===== src/hdl/callsign28_unpack_unit_assert.svh =====
// callsign28_unpack_unit_assert.svh: assertion macros shared by the callsign unpack RTL.
// Expects clk_i and rst_ni in the scope of every module that uses the macros.
// Depends on nothing else.
`ifndef CALLSIGN28_UNPACK_UNIT_ASSERT_SVH
`define CALLSIGN28_UNPACK_UNIT_ASSERT_SVH
`ifndef SYNTH
// property must hold on every clock edge out of reset
`define CU_ASSERT(lbl, prop, msg) \
  lbl: assert property (@(posedge clk_i) disable iff (!rst_ni) (prop)) else $error(msg);
// condition must never be true on a clock edge out of reset
`define CU_NEVER(lbl, cond, msg) \
  lbl: assert property (@(posedge clk_i) disable iff (!rst_ni) !(cond)) else $error(msg);
`else
`define CU_ASSERT(lbl, prop, msg)
`define CU_NEVER(lbl, cond, msg)
`endif
`endif


===== src/hdl/cs28u_pkg.sv =====
// cs28u_pkg: types, constants and decode functions for the callsign unpack unit.
// Used by the interfaces, front, queue, back and top level. No dependencies.
package cs28u_pkg;

  localparam int unsigned CallW        = 28;
  localparam int unsigned CharW        = 7;
  localparam int unsigned LenW         = 4;
  localparam int unsigned NameMaxLen   = 10;
  localparam int unsigned SidxW        = 6;
  localparam int unsigned SymW         = 6;
  localparam int unsigned SpecialBase  = 262177560;
  localparam int unsigned SpecialCount = 54;
  localparam int unsigned QueueDepthDef = 2;

  // quotient widths after each radix step (max input 2^28-1)
  localparam int unsigned Q1W = 24;  // /27
  localparam int unsigned Q2W = 19;  // /27
  localparam int unsigned Q3W = 14;  // /27
  localparam int unsigned Q4W = 11;  // /10

  // reciprocal constants, exact for every 28-bit dividend
  localparam int unsigned RecipW = 29;
  localparam int unsigned ProdW  = CallW + RecipW;
  localparam logic [RecipW-1:0] Recip27 = 29'd318145726;
  localparam logic [RecipW-1:0] Recip10 = 29'd429496730;
  localparam logic [RecipW-1:0] Recip36 = 29'd477218589;
  localparam int unsigned Shift27 = 33;
  localparam int unsigned Shift10 = 32;
  localparam int unsigned Shift36 = 34;

  typedef logic [CharW-1:0] char_t;

  // ASCII codes used by the rewrite and suffix rules
  localparam char_t ChSpace = 7'h20;
  localparam char_t ChSlash = 7'h2F;
  localparam char_t ChAt    = 7'h40;
  localparam char_t Ch0     = 7'h30;
  localparam char_t Ch3     = 7'h33;
  localparam char_t ChA     = 7'h41;
  localparam char_t ChD     = 7'h44;
  localparam char_t ChP     = 7'h50;
  localparam char_t ChQ     = 7'h51;
  localparam char_t ChX     = 7'h58;
  localparam char_t ChZ     = 7'h5A;

  // one decoded callsign: length 2..10, first character in chars[0]
  typedef struct packed {
    logic [LenW-1:0]               len;
    char_t [NameMaxLen-1:0]        chars;
  } text_t;

  // quotient by reciprocal multiply
  function automatic logic [CallW-1:0] div27(input logic [CallW-1:0] x);
    logic [ProdW-1:0] prod;
    prod = ProdW'(x) * ProdW'(Recip27);
    return CallW'(prod >> Shift27);
  endfunction

  function automatic logic [CallW-1:0] div10(input logic [CallW-1:0] x);
    logic [ProdW-1:0] prod;
    prod = ProdW'(x) * ProdW'(Recip10);
    return CallW'(prod >> Shift10);
  endfunction

  function automatic logic [CallW-1:0] div36(input logic [CallW-1:0] x);
    logic [ProdW-1:0] prod;
    prod = ProdW'(x) * ProdW'(Recip36);
    return CallW'(prod >> Shift36);
  endfunction

  // symbol index to ASCII: 0-9, A-Z, space, slash, at
  function automatic char_t sym_char(input logic [SymW-1:0] idx);
    char_t c;
    if (idx < 6'd10) begin
      c = Ch0 + CharW'(idx);
    end else if (idx < 6'd36) begin
      c = ChA + CharW'(idx - 6'd10);
    end else if (idx == 6'd36) begin
      c = ChSpace;
    end else if (idx == 6'd37) begin
      c = ChSlash;
    end else begin
      c = ChAt;
    end
    return c;
  endfunction

  // special group names, right-justified in 80 bits
  function automatic logic [8*NameMaxLen-1:0] name_raw(input logic [SidxW-1:0] idx);
    logic [8*NameMaxLen-1:0] r;
    case (idx)
      6'd0:  r = 80'("<....>");
      6'd1:  r = 80'("@ALLCALL");
      6'd2:  r = 80'({"@J", "S8NET"});
      6'd3:  r = 80'("@DX/NA");
      6'd4:  r = 80'("@DX/SA");
      6'd5:  r = 80'("@DX/EU");
      6'd6:  r = 80'("@DX/AS");
      6'd7:  r = 80'("@DX/AF");
      6'd8:  r = 80'("@DX/OC");
      6'd9:  r = 80'("@DX/AN");
      6'd10: r = 80'("@REGION/1");
      6'd11: r = 80'("@REGION/2");
      6'd12: r = 80'("@REGION/3");
      6'd13: r = 80'("@GROUP/0");
      6'd14: r = 80'("@GROUP/1");
      6'd15: r = 80'("@GROUP/2");
      6'd16: r = 80'("@GROUP/3");
      6'd17: r = 80'("@GROUP/4");
      6'd18: r = 80'("@GROUP/5");
      6'd19: r = 80'("@GROUP/6");
      6'd20: r = 80'("@GROUP/7");
      6'd21: r = 80'("@GROUP/8");
      6'd22: r = 80'("@GROUP/9");
      6'd23: r = 80'("@COMMAND");
      6'd24: r = 80'("@CONTROL");
      6'd25: r = 80'("@NET");
      6'd26: r = 80'("@NTS");
      6'd27: r = 80'("@RESERVE/0");
      6'd28: r = 80'("@RESERVE/1");
      6'd29: r = 80'("@RESERVE/2");
      6'd30: r = 80'("@RESERVE/3");
      6'd31: r = 80'("@RESERVE/4");
      6'd32: r = 80'("@APRSIS");
      6'd33: r = 80'("@RAGCHEW");
      6'd34: r = 80'({"@J", "S8"});
      6'd35: r = 80'("@EMCOMM");
      6'd36: r = 80'("@ARES");
      6'd37: r = 80'("@MARS");
      6'd38: r = 80'("@AMRRON");
      6'd39: r = 80'("@RACES");
      6'd40: r = 80'("@RAYNET");
      6'd41: r = 80'("@RADAR");
      6'd42: r = 80'("@SKYWARN");
      6'd43: r = 80'("@CQ");
      6'd44: r = 80'("@HB");
      6'd45: r = 80'("@QSO");
      6'd46: r = 80'("@QSOPARTY");
      6'd47: r = 80'("@CONTEST");
      6'd48: r = 80'("@FIELDDAY");
      6'd49: r = 80'("@SOTA");
      6'd50: r = 80'("@IOTA");
      6'd51: r = 80'("@POTA");
      6'd52: r = 80'("@QRP");
      6'd53: r = 80'("@QRO");
      default: r = '0;
    endcase
    return r;
  endfunction

  // constant lookup: special name as a left-aligned text record
  function automatic text_t group_name(input logic [SidxW-1:0] idx);
    logic [8*NameMaxLen-1:0] raw;
    logic [LenW-1:0]         n;
    text_t                   t;
    int                      k;
    raw = name_raw(idx);
    n   = '0;
    t   = '0;
    for (int b = 0; b < NameMaxLen; b++) begin
      if (raw[8*b +: 8] != 8'h00) n = n + 4'd1;
    end
    for (int i = 0; i < NameMaxLen; i++) begin
      k = int'(n) - 1 - i;
      if (k >= 0) t.chars[i] = raw[8*k +: CharW];
    end
    t.len = n;
    return t;
  endfunction

endpackage


===== src/hdl/cs28u_queue.sv =====
// cs28u_queue: small FIFO of text records between front and back.
// Head record is read combinationally. Depends on cs28u_pkg and the assert macros.
`include "callsign28_unpack_unit_assert.svh"
module cs28u_queue
  import cs28u_pkg::*;
#(
  parameter int unsigned Depth = QueueDepthDef
) (
  input  logic  clk_i,
  input  logic  rst_ni,
  input  logic  push_i,
  input  text_t push_data_i,
  input  logic  pop_i,
  output text_t head_o,
  output logic  full_o,
  output logic  empty_o
);

  localparam int unsigned PtrW = (Depth > 1) ? $clog2(Depth) : 1;
  localparam int unsigned CntW = $clog2(Depth + 1);

  text_t           mem_q [Depth];
  logic [PtrW-1:0] wr_ptr_q, rd_ptr_q;
  logic [CntW-1:0] cnt_q;

  assign full_o  = (cnt_q == CntW'(Depth));
  assign empty_o = (cnt_q == '0);
  assign head_o  = mem_q[rd_ptr_q];

  // pointers and fill count
  always_ff @(posedge clk_i or negedge rst_ni) begin
    if (!rst_ni) begin
      wr_ptr_q <= '0;
      rd_ptr_q <= '0;
      cnt_q    <= '0;
    end else begin
      if (push_i) begin
        wr_ptr_q <= (wr_ptr_q == PtrW'(Depth - 1)) ? '0 : wr_ptr_q + 1'b1;
      end
      if (pop_i) begin
        rd_ptr_q <= (rd_ptr_q == PtrW'(Depth - 1)) ? '0 : rd_ptr_q + 1'b1;
      end
      if (push_i && !pop_i) begin
        cnt_q <= cnt_q + 1'b1;
      end else if (pop_i && !push_i) begin
        cnt_q <= cnt_q - 1'b1;
      end
    end
  end

  // storage
  always_ff @(posedge clk_i) begin
    if (push_i) mem_q[wr_ptr_q] <= push_data_i;
  end

  `CU_NEVER(a_push_full, push_i && full_o, "queue pushed while full")
  `CU_NEVER(a_pop_empty, pop_i && empty_o, "queue popped while empty")
  `CU_ASSERT(a_cnt_bound, cnt_q <= CntW'(Depth), "queue count beyond depth")

endmodule


===== config.mk =====
export PLATFORM = sky130hd
export DESIGN_NAME = cs28u_queue
export DESIGN_NICKNAME = d
export VERILOG_FILES = /design/src/hdl/cs28u_pkg.sv /design/src/hdl/cs28u_queue.sv
export VERILOG_INCLUDE_DIRS = /design/src /design/src/hdl
export SDC_FILE = /design/constraint.sdc
export NUM_CORES = 1
export LEC_CHECK = 0
export BUFFER_PORTS_ARGS = -buffer_cell sky130_fd_sc_hd__buf_2
export CAP_MARGIN = 20
export CORE_MARGIN = 2
export CORE_UTILIZATION = 56
export DETAILED_ROUTE_END_ITERATION = 12
export GPL_TIMING_DRIVEN = 0
export PLACE_DENSITY = 0.87
export SYNTH_ARGS = -nofsm -noshare
export SYNTH_HDL_FRONTEND = slang
export SYNTH_SLANG_ARGS = --single-unit

===== constraint.sdc =====
create_clock -name clk_i -period 6.8 [get_ports clk_i]
set_input_delay 1.36 -clock clk_i [delete_from_list [all_inputs] [get_ports clk_i]]
set_output_delay 1.36 -clock clk_i [all_outputs]
set_load 0.05 [all_outputs]

==> impl_metrics.ini <==
[outcome]
status = completed

[critical_path]
start_kind = flip-flop
cp-end-kind = primary output
path_class = flip-flop to primary output
r2r_cells = 2
critical_path_required_ps = 5440
reg2reg_slack_ps = 5230
cp_max_fo = 10
rr_endpoint = mem_q[1][40]
worstPathArrival_ps = 1790
rr_startpoint = wr_ptr_q

[sta]
slew_violations = 0
slew_headroom = 0.689
max_slew.worst_pin.slew_ps = 466
period_share = 0.463
period_needed_ps = 3150
rsz0062_at_grt = no
fmax_ghz = 0.317
worst_slack_ps = 3650
hold_viol = 0
skew_ps = 5.52
hold-worst-slack_ps = 493
setup_viol = 0

[cts]
htree_levels = 4
cts.clk_slew.worst_paths_ps = 60
cts_resized = 0
cts.sinks = 152
cts_tree = done
cts.path.max_buffers = 2
post_cts_buffers = 0
worstSkewPairLatency_ps = 500
cts_root_buf = clkbuf_8
cts_made_buffers = 17
ctsHoldBuffers = 0

[global_routing]
grt_max_degree = 44
grtUsageTotal = 0.184
grt_pass1_vias = 2993
antenna_found_initial = 0
grt_pass1_wl_mm = 15.1
overflow = 0

[synth]
netlist_instances = 246
muxShareOfSynthArea = 0.178
synth_fa_ha_area_frac = 0.00218
ys_ff_latch = 152
ys_seq_area_frac = 0.793
synth_top_family_by_area = multiplexers
synth-xor-area-share = 0.00764
yosysWarnings = 0
synth.avg_cell_area_um2 = 23.3
ys_types = 13
synth_simple_gate_area_frac = 0.00459
syn_area_um2 = 5730
synth_compound_area_frac = 0
synth_nets = 325

[power_and_ir_drop]
vdd_drop_max_mv = 0.312
power.density_nw_per_um2 = 512
p_leak_nw = 2.94
power_mw = 3.74

[layout]
antenna_cells = 0
stdcell_area_um2 = 7310
nNetsFinal = 500
finalNonFillerCells = 565
drive_above_1_share = 0.616
syn_to_final_growth_pct = 27.6

[detailed_routing]
via_per_inst = 5.08
routed_wl_mm = 9.88
via_count = 2868
drcViolationCount = 0
drtIter0Drc = 122
ant_nets = 0
dr.pass1.iters = 4
wl_per_cell_um = 17.5

[worst_hold_path]
worst_hold_path.endpoint = cnt_q[1]
hold_depth = 1
min_from = cnt_q[1]
hold_class = flip-flop to flip-flop

[die]
fp.dieH_um = 105
core_region_area_um2 = 9860
die_w_um = 105
start_util = 0.581
die_area_um2 = 11100
num_rows = 36
ioPinCount = 154

[place]
place_ws_ps = 4160
placed_cell_area_um2 = 6730
place_inst = 535
gp_congestion = 0.679
place_hpwl_mm = 6.56
port_buffers = 153

[run]
maxCapViolCount = 0
## cell usage in the layout, fill, tap and decap left out, types with 2 or more instances in the layout
cell type   Yosys  routed
buf_6           6       6
buf_12          0       3
clkbuf_1        0       3
clkinv_2        0       3
buf_2           2     155
dfrtp_1         4       4
clkinvlp_4      0       2
edfxtp_1      148     148
xor2_1          4       4
clkbuf_16       0      16
mux2_4         50      50
mux2_2         24      24
bufinv_16       0       4
nor2_1          2       2
## Yosys cell counts, drive strengths merged
| master | count | share of area |
|---|---|---|
| ha | 1 | 0.0022 |
| buf | 8 | 0.014 |
| edfxtp | 148 | 0.78 |
| xor2 | 4 | 0.0061 |
| dfrtp | 4 | 0.017 |
| nor2 | 2 | 0.0013 |
| and2 | 1 | 0.0011 |
| nor2b | 2 | 0.0022 |
| inv | 1 | 0.00065 |
| mux2 | 74 | 0.18 |
| xnor2 | 1 | 0.0015 |
## kinds of logic (layout without fill, tap and decap cells)
kind of cell,after synthesis,count (layout)
flops,152,152
mux,74,74
buf+inv,9,195
xor+xnor,5,5
simple gates,5,5
fa+ha+maj,1,1
## worst max-delay path, cell delays in order, from the launching register on
cell,delay (ps)
dfrtp_1,370
buf_6,180
buf_6,200
mux2_4,320
buf_2,210
## worst max path at each step
stage                              to  startpoint  cells past startpoint  slack [ps]
after floorplan           mem_q[0][0]      push_i                      1        1680
final                      head_o[36]    rd_ptr_q                      4        3650
after global routing       head_o[40]    rd_ptr_q                      4        3550
after CTS                  head_o[57]    rd_ptr_q                      4        3600
after global placement    mem_q[0][4]      push_i                      2         -60
after detailed placement   head_o[36]    rd_ptr_q                      4        4160
## layout make-up
class | count | area [um^2]
tap | 133 | 166
multi-input combinational | 85 | 1110
buffer | 8 | 77.6
clock buffer | 20 | 425
fill | 591 | 2550
timing repair buffer | 156 | 826
inverter | 1 | 3.75
clock inverter | 10 | 154
sequential | 152 | 4540
## routing by layer
layer	vias up	routed length (um)	GRT usage
met5	-	0	0
met4	0	60	0.0629
met3	6	585	0.0605
met2	114	5200	0.316
met1	1426	4030	0.218
li1	1322	-	-
## report_power, final
group          switching, mW  internal (mW)  total (mW)
Clock                  0.327          0.588       0.915
Sequential            0.0538           1.24        1.30
Combinational           1.04          0.488        1.53
## through the flow
step / setup TNS [ps] / utilization
floorplan: 0 / -
global placement: -4100 / 0.675
detailed placement: 0 / 0.682
CTS: 0 / 0.741
global route: 0 / 0.741
finish: 0 / 0.741
## flip-flops by register name (all words and copies together), names as in the netlist
name      cells
rd_ptr_q      1
wr_ptr_q      1
cnt_q         2
mem_q       148
No activity file was read; power rests on OpenSTA's default activity.
