### src/hdl/callsign28_unpack_unit_assert.svh
// callsign28_unpack_unit_assert.svh: assertion macros shared by the callsign unpack RTL.
// Expects clk_i and rst_ni in the scope of every module that uses the macros.
// Depends on nothing else.
`ifndef CALLSIGN28_UNPACK_UNIT_ASSERT_SVH
`define CALLSIGN28_UNPACK_UNIT_ASSERT_SVH
`ifndef SYNTH
// property must hold on every clock edge out of reset
`define CU_ASSERT(lbl, prop, msg) \
  lbl: assert property (@(posedge clk_i) disable iff (!rst_ni) (prop)) else $error(msg);
// condition must never be true on a clock edge out of reset
`define CU_NEVER(lbl, cond, msg) \
  lbl: assert property (@(posedge clk_i) disable iff (!rst_ni) !(cond)) else $error(msg);
`else
`define CU_ASSERT(lbl, prop, msg)
`define CU_NEVER(lbl, cond, msg)
`endif
`endif

### src/hdl/cs28u_pkg.sv
// cs28u_pkg: types, constants and decode functions for the callsign unpack unit.
// Used by the interfaces, front, queue, back and top level. No dependencies.
package cs28u_pkg;

  localparam int unsigned CallW        = 28;
  localparam int unsigned CharW        = 7;
  localparam int unsigned LenW         = 4;
  localparam int unsigned NameMaxLen   = 10;
  localparam int unsigned SidxW        = 6;
  localparam int unsigned SymW         = 6;
  localparam int unsigned SpecialBase  = 262177560;
  localparam int unsigned SpecialCount = 54;
  localparam int unsigned QueueDepthDef = 2;

  // quotient widths after each radix step (max input 2^28-1)
  localparam int unsigned Q1W = 24;  // /27
  localparam int unsigned Q2W = 19;  // /27
  localparam int unsigned Q3W = 14;  // /27
  localparam int unsigned Q4W = 11;  // /10

  // reciprocal constants, exact for every 28-bit dividend
  localparam int unsigned RecipW = 29;
  localparam int unsigned ProdW  = CallW + RecipW;
  localparam logic [RecipW-1:0] Recip27 = 29'd318145726;
  localparam logic [RecipW-1:0] Recip10 = 29'd429496730;
  localparam logic [RecipW-1:0] Recip36 = 29'd477218589;
  localparam int unsigned Shift27 = 33;
  localparam int unsigned Shift10 = 32;
  localparam int unsigned Shift36 = 34;

  typedef logic [CharW-1:0] char_t;

  // ASCII codes used by the rewrite and suffix rules
  localparam char_t ChSpace = 7'h20;
  localparam char_t ChSlash = 7'h2F;
  localparam char_t ChAt    = 7'h40;
  localparam char_t Ch0     = 7'h30;
  localparam char_t Ch3     = 7'h33;
  localparam char_t ChA     = 7'h41;
  localparam char_t ChD     = 7'h44;
  localparam char_t ChP     = 7'h50;
  localparam char_t ChQ     = 7'h51;
  localparam char_t ChX     = 7'h58;
  localparam char_t ChZ     = 7'h5A;

  // one decoded callsign: length 2..10, first character in chars[0]
  typedef struct packed {
    logic [LenW-1:0]               len;
    char_t [NameMaxLen-1:0]        chars;
  } text_t;

  // quotient by reciprocal multiply
  function automatic logic [CallW-1:0] div27(input logic [CallW-1:0] x);
    logic [ProdW-1:0] prod;
    prod = ProdW'(x) * ProdW'(Recip27);
    return CallW'(prod >> Shift27);
  endfunction

  function automatic logic [CallW-1:0] div10(input logic [CallW-1:0] x);
    logic [ProdW-1:0] prod;
    prod = ProdW'(x) * ProdW'(Recip10);
    return CallW'(prod >> Shift10);
  endfunction

  function automatic logic [CallW-1:0] div36(input logic [CallW-1:0] x);
    logic [ProdW-1:0] prod;
    prod = ProdW'(x) * ProdW'(Recip36);
    return CallW'(prod >> Shift36);
  endfunction

  // symbol index to ASCII: 0-9, A-Z, space, slash, at
  function automatic char_t sym_char(input logic [SymW-1:0] idx);
    char_t c;
    if (idx < 6'd10) begin
      c = Ch0 + CharW'(idx);
    end else if (idx < 6'd36) begin
      c = ChA + CharW'(idx - 6'd10);
    end else if (idx == 6'd36) begin
      c = ChSpace;
    end else if (idx == 6'd37) begin
      c = ChSlash;
    end else begin
      c = ChAt;
    end
    return c;
  endfunction

  // special group names, right-justified in 80 bits
  function automatic logic [8*NameMaxLen-1:0] name_raw(input logic [SidxW-1:0] idx);
    logic [8*NameMaxLen-1:0] r;
    case (idx)
      6'd0:  r = 80'("<....>");
      6'd1:  r = 80'("@ALLCALL");
      6'd2:  r = 80'({"@J", "S8NET"});
      6'd3:  r = 80'("@DX/NA");
      6'd4:  r = 80'("@DX/SA");
      6'd5:  r = 80'("@DX/EU");
      6'd6:  r = 80'("@DX/AS");
      6'd7:  r = 80'("@DX/AF");
      6'd8:  r = 80'("@DX/OC");
      6'd9:  r = 80'("@DX/AN");
      6'd10: r = 80'("@REGION/1");
      6'd11: r = 80'("@REGION/2");
      6'd12: r = 80'("@REGION/3");
      6'd13: r = 80'("@GROUP/0");
      6'd14: r = 80'("@GROUP/1");
      6'd15: r = 80'("@GROUP/2");
      6'd16: r = 80'("@GROUP/3");
      6'd17: r = 80'("@GROUP/4");
      6'd18: r = 80'("@GROUP/5");
      6'd19: r = 80'("@GROUP/6");
      6'd20: r = 80'("@GROUP/7");
      6'd21: r = 80'("@GROUP/8");
      6'd22: r = 80'("@GROUP/9");
      6'd23: r = 80'("@COMMAND");
      6'd24: r = 80'("@CONTROL");
      6'd25: r = 80'("@NET");
      6'd26: r = 80'("@NTS");
      6'd27: r = 80'("@RESERVE/0");
      6'd28: r = 80'("@RESERVE/1");
      6'd29: r = 80'("@RESERVE/2");
      6'd30: r = 80'("@RESERVE/3");
      6'd31: r = 80'("@RESERVE/4");
      6'd32: r = 80'("@APRSIS");
      6'd33: r = 80'("@RAGCHEW");
      6'd34: r = 80'({"@J", "S8"});
      6'd35: r = 80'("@EMCOMM");
      6'd36: r = 80'("@ARES");
      6'd37: r = 80'("@MARS");
      6'd38: r = 80'("@AMRRON");
      6'd39: r = 80'("@RACES");
      6'd40: r = 80'("@RAYNET");
      6'd41: r = 80'("@RADAR");
      6'd42: r = 80'("@SKYWARN");
      6'd43: r = 80'("@CQ");
      6'd44: r = 80'("@HB");
      6'd45: r = 80'("@QSO");
      6'd46: r = 80'("@QSOPARTY");
      6'd47: r = 80'("@CONTEST");
      6'd48: r = 80'("@FIELDDAY");
      6'd49: r = 80'("@SOTA");
      6'd50: r = 80'("@IOTA");
      6'd51: r = 80'("@POTA");
      6'd52: r = 80'("@QRP");
      6'd53: r = 80'("@QRO");
      default: r = '0;
    endcase
    return r;
  endfunction

  // constant lookup: special name as a left-aligned text record
  function automatic text_t group_name(input logic [SidxW-1:0] idx);
    logic [8*NameMaxLen-1:0] raw;
    logic [LenW-1:0]         n;
    text_t                   t;
    int                      k;
    raw = name_raw(idx);
    n   = '0;
    t   = '0;
    for (int b = 0; b < NameMaxLen; b++) begin
      if (raw[8*b +: 8] != 8'h00) n = n + 4'd1;
    end
    for (int i = 0; i < NameMaxLen; i++) begin
      k = int'(n) - 1 - i;
      if (k >= 0) t.chars[i] = raw[8*k +: CharW];
    end
    t.len = n;
    return t;
  endfunction

endpackage

### src/hdl/cs28u_if.sv


interface cs28u_chr_if
  import cs28u_pkg::*;
();
  logic             valid;
  logic             ready;
  logic [CharW-1:0] char_code;
  logic             last_char;

  modport source (output valid, output char_code, output last_char, input ready);
  modport sink   (input valid, input char_code, input last_char, output ready);
endinterface

### src/hdl/cs28u_back.sv
// cs28u_back: walks the head text record and drives one character per cycle while chr_o.ready is high.
// Output register decouples the character channel. Depends on cs28u_pkg,
// cs28u_if and the assert macros.
`include "callsign28_unpack_unit_assert.svh"
module cs28u_back
  import cs28u_pkg::*;
(
  input  logic        clk_i,
  input  logic        rst_ni,
  input  text_t       head_i,
  input  logic        q_empty_i,
  output logic        q_pop_o,
  cs28u_chr_if.source chr_o
);

  logic            out_v_q;
  char_t           char_q;
  logic            last_q;
  logic [LenW-1:0] idx_q;
  logic            load;
  logic            take;
  logic            is_last;

  // refill the output register whenever it is empty or being drained
  assign load    = !out_v_q || chr_o.ready;
  assign take    = load && !q_empty_i;
  assign is_last = (idx_q == head_i.len - 4'd1);
  assign q_pop_o = take && is_last;

  assign chr_o.valid     = out_v_q;
  assign chr_o.char_code = char_q;
  assign chr_o.last_char = last_q;

  // control: output valid and character index
  always_ff @(posedge clk_i or negedge rst_ni) begin
    if (!rst_ni) begin
      out_v_q <= 1'b0;
      idx_q   <= '0;
    end else begin
      if (load) out_v_q <= !q_empty_i;
      if (take) idx_q <= is_last ? '0 : idx_q + 4'd1;
    end
  end

  // payload
  always_ff @(posedge clk_i) begin
    if (take) begin
      char_q <= head_i.chars[idx_q];
      last_q <= is_last;
    end
  end

  `CU_ASSERT(a_idx_range, !q_empty_i |-> (idx_q < head_i.len), "char index past record")
  `CU_ASSERT(a_idx_idle, q_empty_i |-> (idx_q == '0), "char index not reset at record end")

endmodule

### src/flat_wrapper.sv
// flat-port wrapper written by rule: the top's interface ports become plain ports
module cs28u_back_flat import cs28u_pkg::*;
  (clk_i, rst_ni, head_i, q_empty_i, q_pop_o, chr_o_valid, chr_o_char_code, chr_o_last_char, chr_o_ready);
  cs28u_chr_if chr_o_i ();
  input  logic clk_i;
  input  logic rst_ni;
  input  text_t head_i;
  input  logic q_empty_i;
  output logic q_pop_o;
  output wire logic [$bits(chr_o_i.valid)-1:0] chr_o_valid;
  output wire logic [$bits(chr_o_i.char_code)-1:0] chr_o_char_code;
  output wire logic [$bits(chr_o_i.last_char)-1:0] chr_o_last_char;
  input wire logic [$bits(chr_o_i.ready)-1:0] chr_o_ready;
  assign chr_o_valid = chr_o_i.valid;
  assign chr_o_char_code = chr_o_i.char_code;
  assign chr_o_last_char = chr_o_i.last_char;
  assign chr_o_i.ready = chr_o_ready;
  cs28u_back u_core (.clk_i(clk_i), .rst_ni(rst_ni), .head_i(head_i), .q_empty_i(q_empty_i), .q_pop_o(q_pop_o), .chr_o(chr_o_i));
endmodule
### config.mk
export PLATFORM = sky130hd
export DESIGN_NAME = cs28u_back_flat
export DESIGN_NICKNAME = d
export VERILOG_FILES = /design/src/hdl/cs28u_pkg.sv /design/src/hdl/cs28u_if.sv /design/src/hdl/cs28u_back.sv /design/src/flat_wrapper.sv
export VERILOG_INCLUDE_DIRS = /design/src /design/src/hdl
export SDC_FILE = /design/constraint.sdc
export NUM_CORES = 1
export LEC_CHECK = 0
export ABC_AREA = 1
export BUFFER_PORTS_ARGS = -buffer_cell sky130_fd_sc_hd__buf_2
export CORE_MARGIN = 1.5
export CORE_UTILIZATION = 32
export CTS_BUF_LIST = sky130_fd_sc_hd__clkbuf_8
export CTS_CLUSTER_DIAMETER = 60
export DETAILED_ROUTE_END_ITERATION = 10
export PLACE_DENSITY = 0.74
export SLEW_MARGIN = 25
export SYNTH_ARGS = -nofsm -noshare
export SYNTH_HDL_FRONTEND = slang
export SYNTH_SLANG_ARGS = --single-unit
export TNS_END_PERCENT = 5
### constraint.sdc
create_clock -name clk_i -period 1.41 [get_ports clk_i]
set_input_delay 0.141 -clock clk_i [delete_from_list [all_inputs] [get_ports clk_i]]
set_output_delay 0.141 -clock clk_i [all_outputs]
set_load 0.02 [all_outputs]
==> metrics.md <==
| Metric | Value |
|---|---|
| Status | finished, violations left |
| Failing checks | setup timing |
| Area grow syn2layout | 56.3% |
| Gr ovfl total | 0 |
| Register area share after synthesis | 27.8% |
| Hold_ws | 0.0616 ns |
| Vias | 1750 |
| # nets final | 417 |
| Total leakage power | 0.00117 uW |
| Critical path, cell by cell | inv_4 -> nand2_1 -> nand2_1 -> nand2_1 -> nor2_2 -> nand3_2 -> inv_2 -> buf_6 |
| Critical path type | flip-flop to primary output |
| Netlist Area Pre-Place | 1320 sq um |
| Most frequent cells in the layout | nand2_1 (90), buf_2 (86), nor2_1 (46), nand3_1 (22), o21ai_1 (17) |
| Setup-failing EPs final | 2 |
| Detailed placer's ending HPWL | 3190 microns |
| Placed cells | 374 |
| Peak supply drop | 0.562 mV |
| CTS tree | built |
| Worst slew pin tran | 0.234 ns |
| Hold Path Cell Cnt | 2 |
| RSZ-0062 raised after global routing | true |
| Root Buffer | clkbuf_8 |
| CP startpoint kind | flip-flop |
| Synth top area cells | nand2_1 (26%), edfxtp_1 (18%), nor2_1 (14%) |
| Syn_area_per_cell | 5.60 sq um |
| Fmax | 0.689 GHz |
| Worst rel slew slack | 84.4% |
| Pin count of the biggest net entering global routing | 35 |
| FF-to-FF End | u_core.chr_o.char_code[1] |
| Yosys top cell by area | nand2_1 |
| Initial antenna violation count | 0 |
| Via/cell ratio | 4.53 |
| H-tree depth | 1 |
| Max Slew Vio Count | 0 |
| Max cap viols | 0 |
| Arr. time, crit path | 1.31 ns |
| Min-delay src | q_empty_i |
| Die height | 67.1 microns |
| Number of global-route vias before repair | 1670 |
| Clock buffer count from CTS | 3 |
| CP delay by family, top | flip-flops |
| Fillers | 435 |
| DRT Wirelength | 4140 microns |
| CP most frequent cell | nand2_1 |
| Clk_lat worst skew | 0.24 ns |
| Synth top area share | 26.0% |
| Worst flop-to-flop path startpoint | u_core.idx_q[0] |
| First-pass GRT wire length | 6710 microns |
| Min cycle time layout | 1.45 ns |
| Crit end category | primary output |
| Critical path required time | 1.27 ns |
| Wire length per cell | 10.7 microns |
| Drt initial violations | 55 |
| Row cnt | 23 |
| Fin crit share | 103% |
| # IOs | 88 |
| Hold EP | u_core.chr_o.valid |
| Post-route ant nets | 0 |
| Die ar. | 4500 sq um |
| Flop and latch count out of synthesis | 13 |
| Worst min path class | input pin to flip-flop |
| Reg2reg path depth | 7 |
| CTS max path bufs | 2 |
| CP max FO | 3 |
| Core box area | 3970 sq um |
| Starting Density | 33.1% |
| IO Port Bufs | 87 |
| Clk slew on worst S/H paths | 0.06 ns |
| Worst R2R Setup Slack | 0 ns |
| Most common cell after layout, fill and taps aside | nand2_1 |
| Initial DRT Pass Iterations | 4 |
| PD cells | 1570 nW/um^2 |
| Die width | 67.1 microns |
| Residual DRC | 0 |
| # diodes | 0 |
| YS warnings | 0 |
| Fin cells | 386 |
| Clock skew | 0.00148 ns |
| Synth cell types | 15 |
| Layout cells sized above 1 | 39.6% |
| CP bufs+invs | 3 |
| Gate Count Post-Synth | 235 |
| Slowest cell on the critical path | dfrtp_2 |
| Clk sinks | 13 |
| CP max stage delay | 0.44 ns |
| Final hold violations | 0 |
| GP Congestion | 0.819 |
| Final WS setup | -0.0423 ns |
| All-Layer GR Usage | 19.4% |
| Multi-input gate area | 871 sq um |
| Syn_nets | 315 |
| Sequential cell area | 369 sq um |
[worst reg2reg max path: stages, from the launching register on]
cell and delay (ns):
dfrtp_2 0.42, inv_4 0.05, buf_6 0.13, buf_12 0.16
o21ai_1 0.16, nand3_1 0.08, nand3_1 0.10, nand2_1 0.06
[layout make-up]
type	count	share of cell area [%]
clock inverters	1	0.243
flip-flops and latches	13	18.0
inverters	19	3.77
well taps	50	3.04
repair buffers	108	30.6
multi-input cells	192	42.4
clock buffers	3	2.01
[registers in the layout (all words and copies together) (netlist names)]
register and flops:
u_core.chr_o.valid 1, u_core.idx_q 4, u_core.chr_o.char_code 7, u_core.chr_o.last_char 1
[logic make-up (layout without fill, tap and decap cells)]
family          count (synthesis)  in the layout  synth area share, %
flops                          13             13                 27.8
simple gates                  167            167                 50.7
xor+xnor                        2              2                 1.33
compound gates                 21             21                 7.99
buf+inv                        30            131                 10.3
fa+ha+maj                       2              2                 1.90
[synthesized netlist by cell type]
cell type	count
ha_1	2
inv_1	16
inv_2	3
buf_6	1
o21ai_0	1
nand2_1	91
buf_4	1
edfxtp_1	8
o21ai_1	20
xor2_1	2
nand3_1	27
nor3_2	1
buf_2	9
nor2_1	48
dfrtp_1	5
[worst max path at each step]
stage | from | to | slack [ns] | cells after the start
2_1_floorplan | u_core.chr_o.valid | q_pop_o | 0.07 | 5
5_1_grt | u_core.idx_q[0] | q_pop_o | -0.13 | 8
3_5_place_dp | head_i[70] | q_pop_o | -0.03 | 11
6_report | u_core.idx_q[0] | q_pop_o | -0.04 | 8
4_1_cts | u_core.idx_q[0] | u_core.chr_o.char_code[1] | -0.03 | 7
3_3_place_gp | head_i[70] | q_pop_o | 0.02 | 11
[metal layers]
layer | GRT usage [%] | wire length, microns | part of all wire (%)
met4 | 4.34 | 48 | 1.2
met3 | 4.39 | 238 | 5.7
met5 | 0 | 0 | 0
met1 | 21.0 | 1690 | 41
met2 | 37.7 | 2160 | 52
[per-stage QoR]
step	TNS, ns	setup WS (ns)	total power [uW]	instance area, sq um	utilization [%]
6_report	-0.0431	-0.0423	3240	2060	51.8
5_1_grt	-0.565	-0.134	3570	2060	51.8
4_1_cts	-0.139	-0.0299	3120	2000	50.3
3_5_place_dp	-0.0274	-0.0274	2660	1870	47.1
3_3_place_gp	0	0.0197	2640	1870	47.1
2_1_floorplan	0	0.0685	2030	1320	-
[report_power, final]
part | leakage [uW] | total, uW | switching, uW | internal, uW
Combinational | 0.00101 | 2220 | 1270 | 945
Clock | 0.0000255 | 333 | 138 | 195
Sequential | 0.000134 | 688 | 92.9 | 595
[repair_timing]
item | in CTS | in global routing
gates resized for setup | 14 | 11
setup buffers | 6 | 2
setup endpoints to repair | 1 | 10
endpoints found under the hold margin | 5 | 0
pin swaps | 9 | 6
hold buffers | 1 | 0
(Power assumes the default switching activity.)
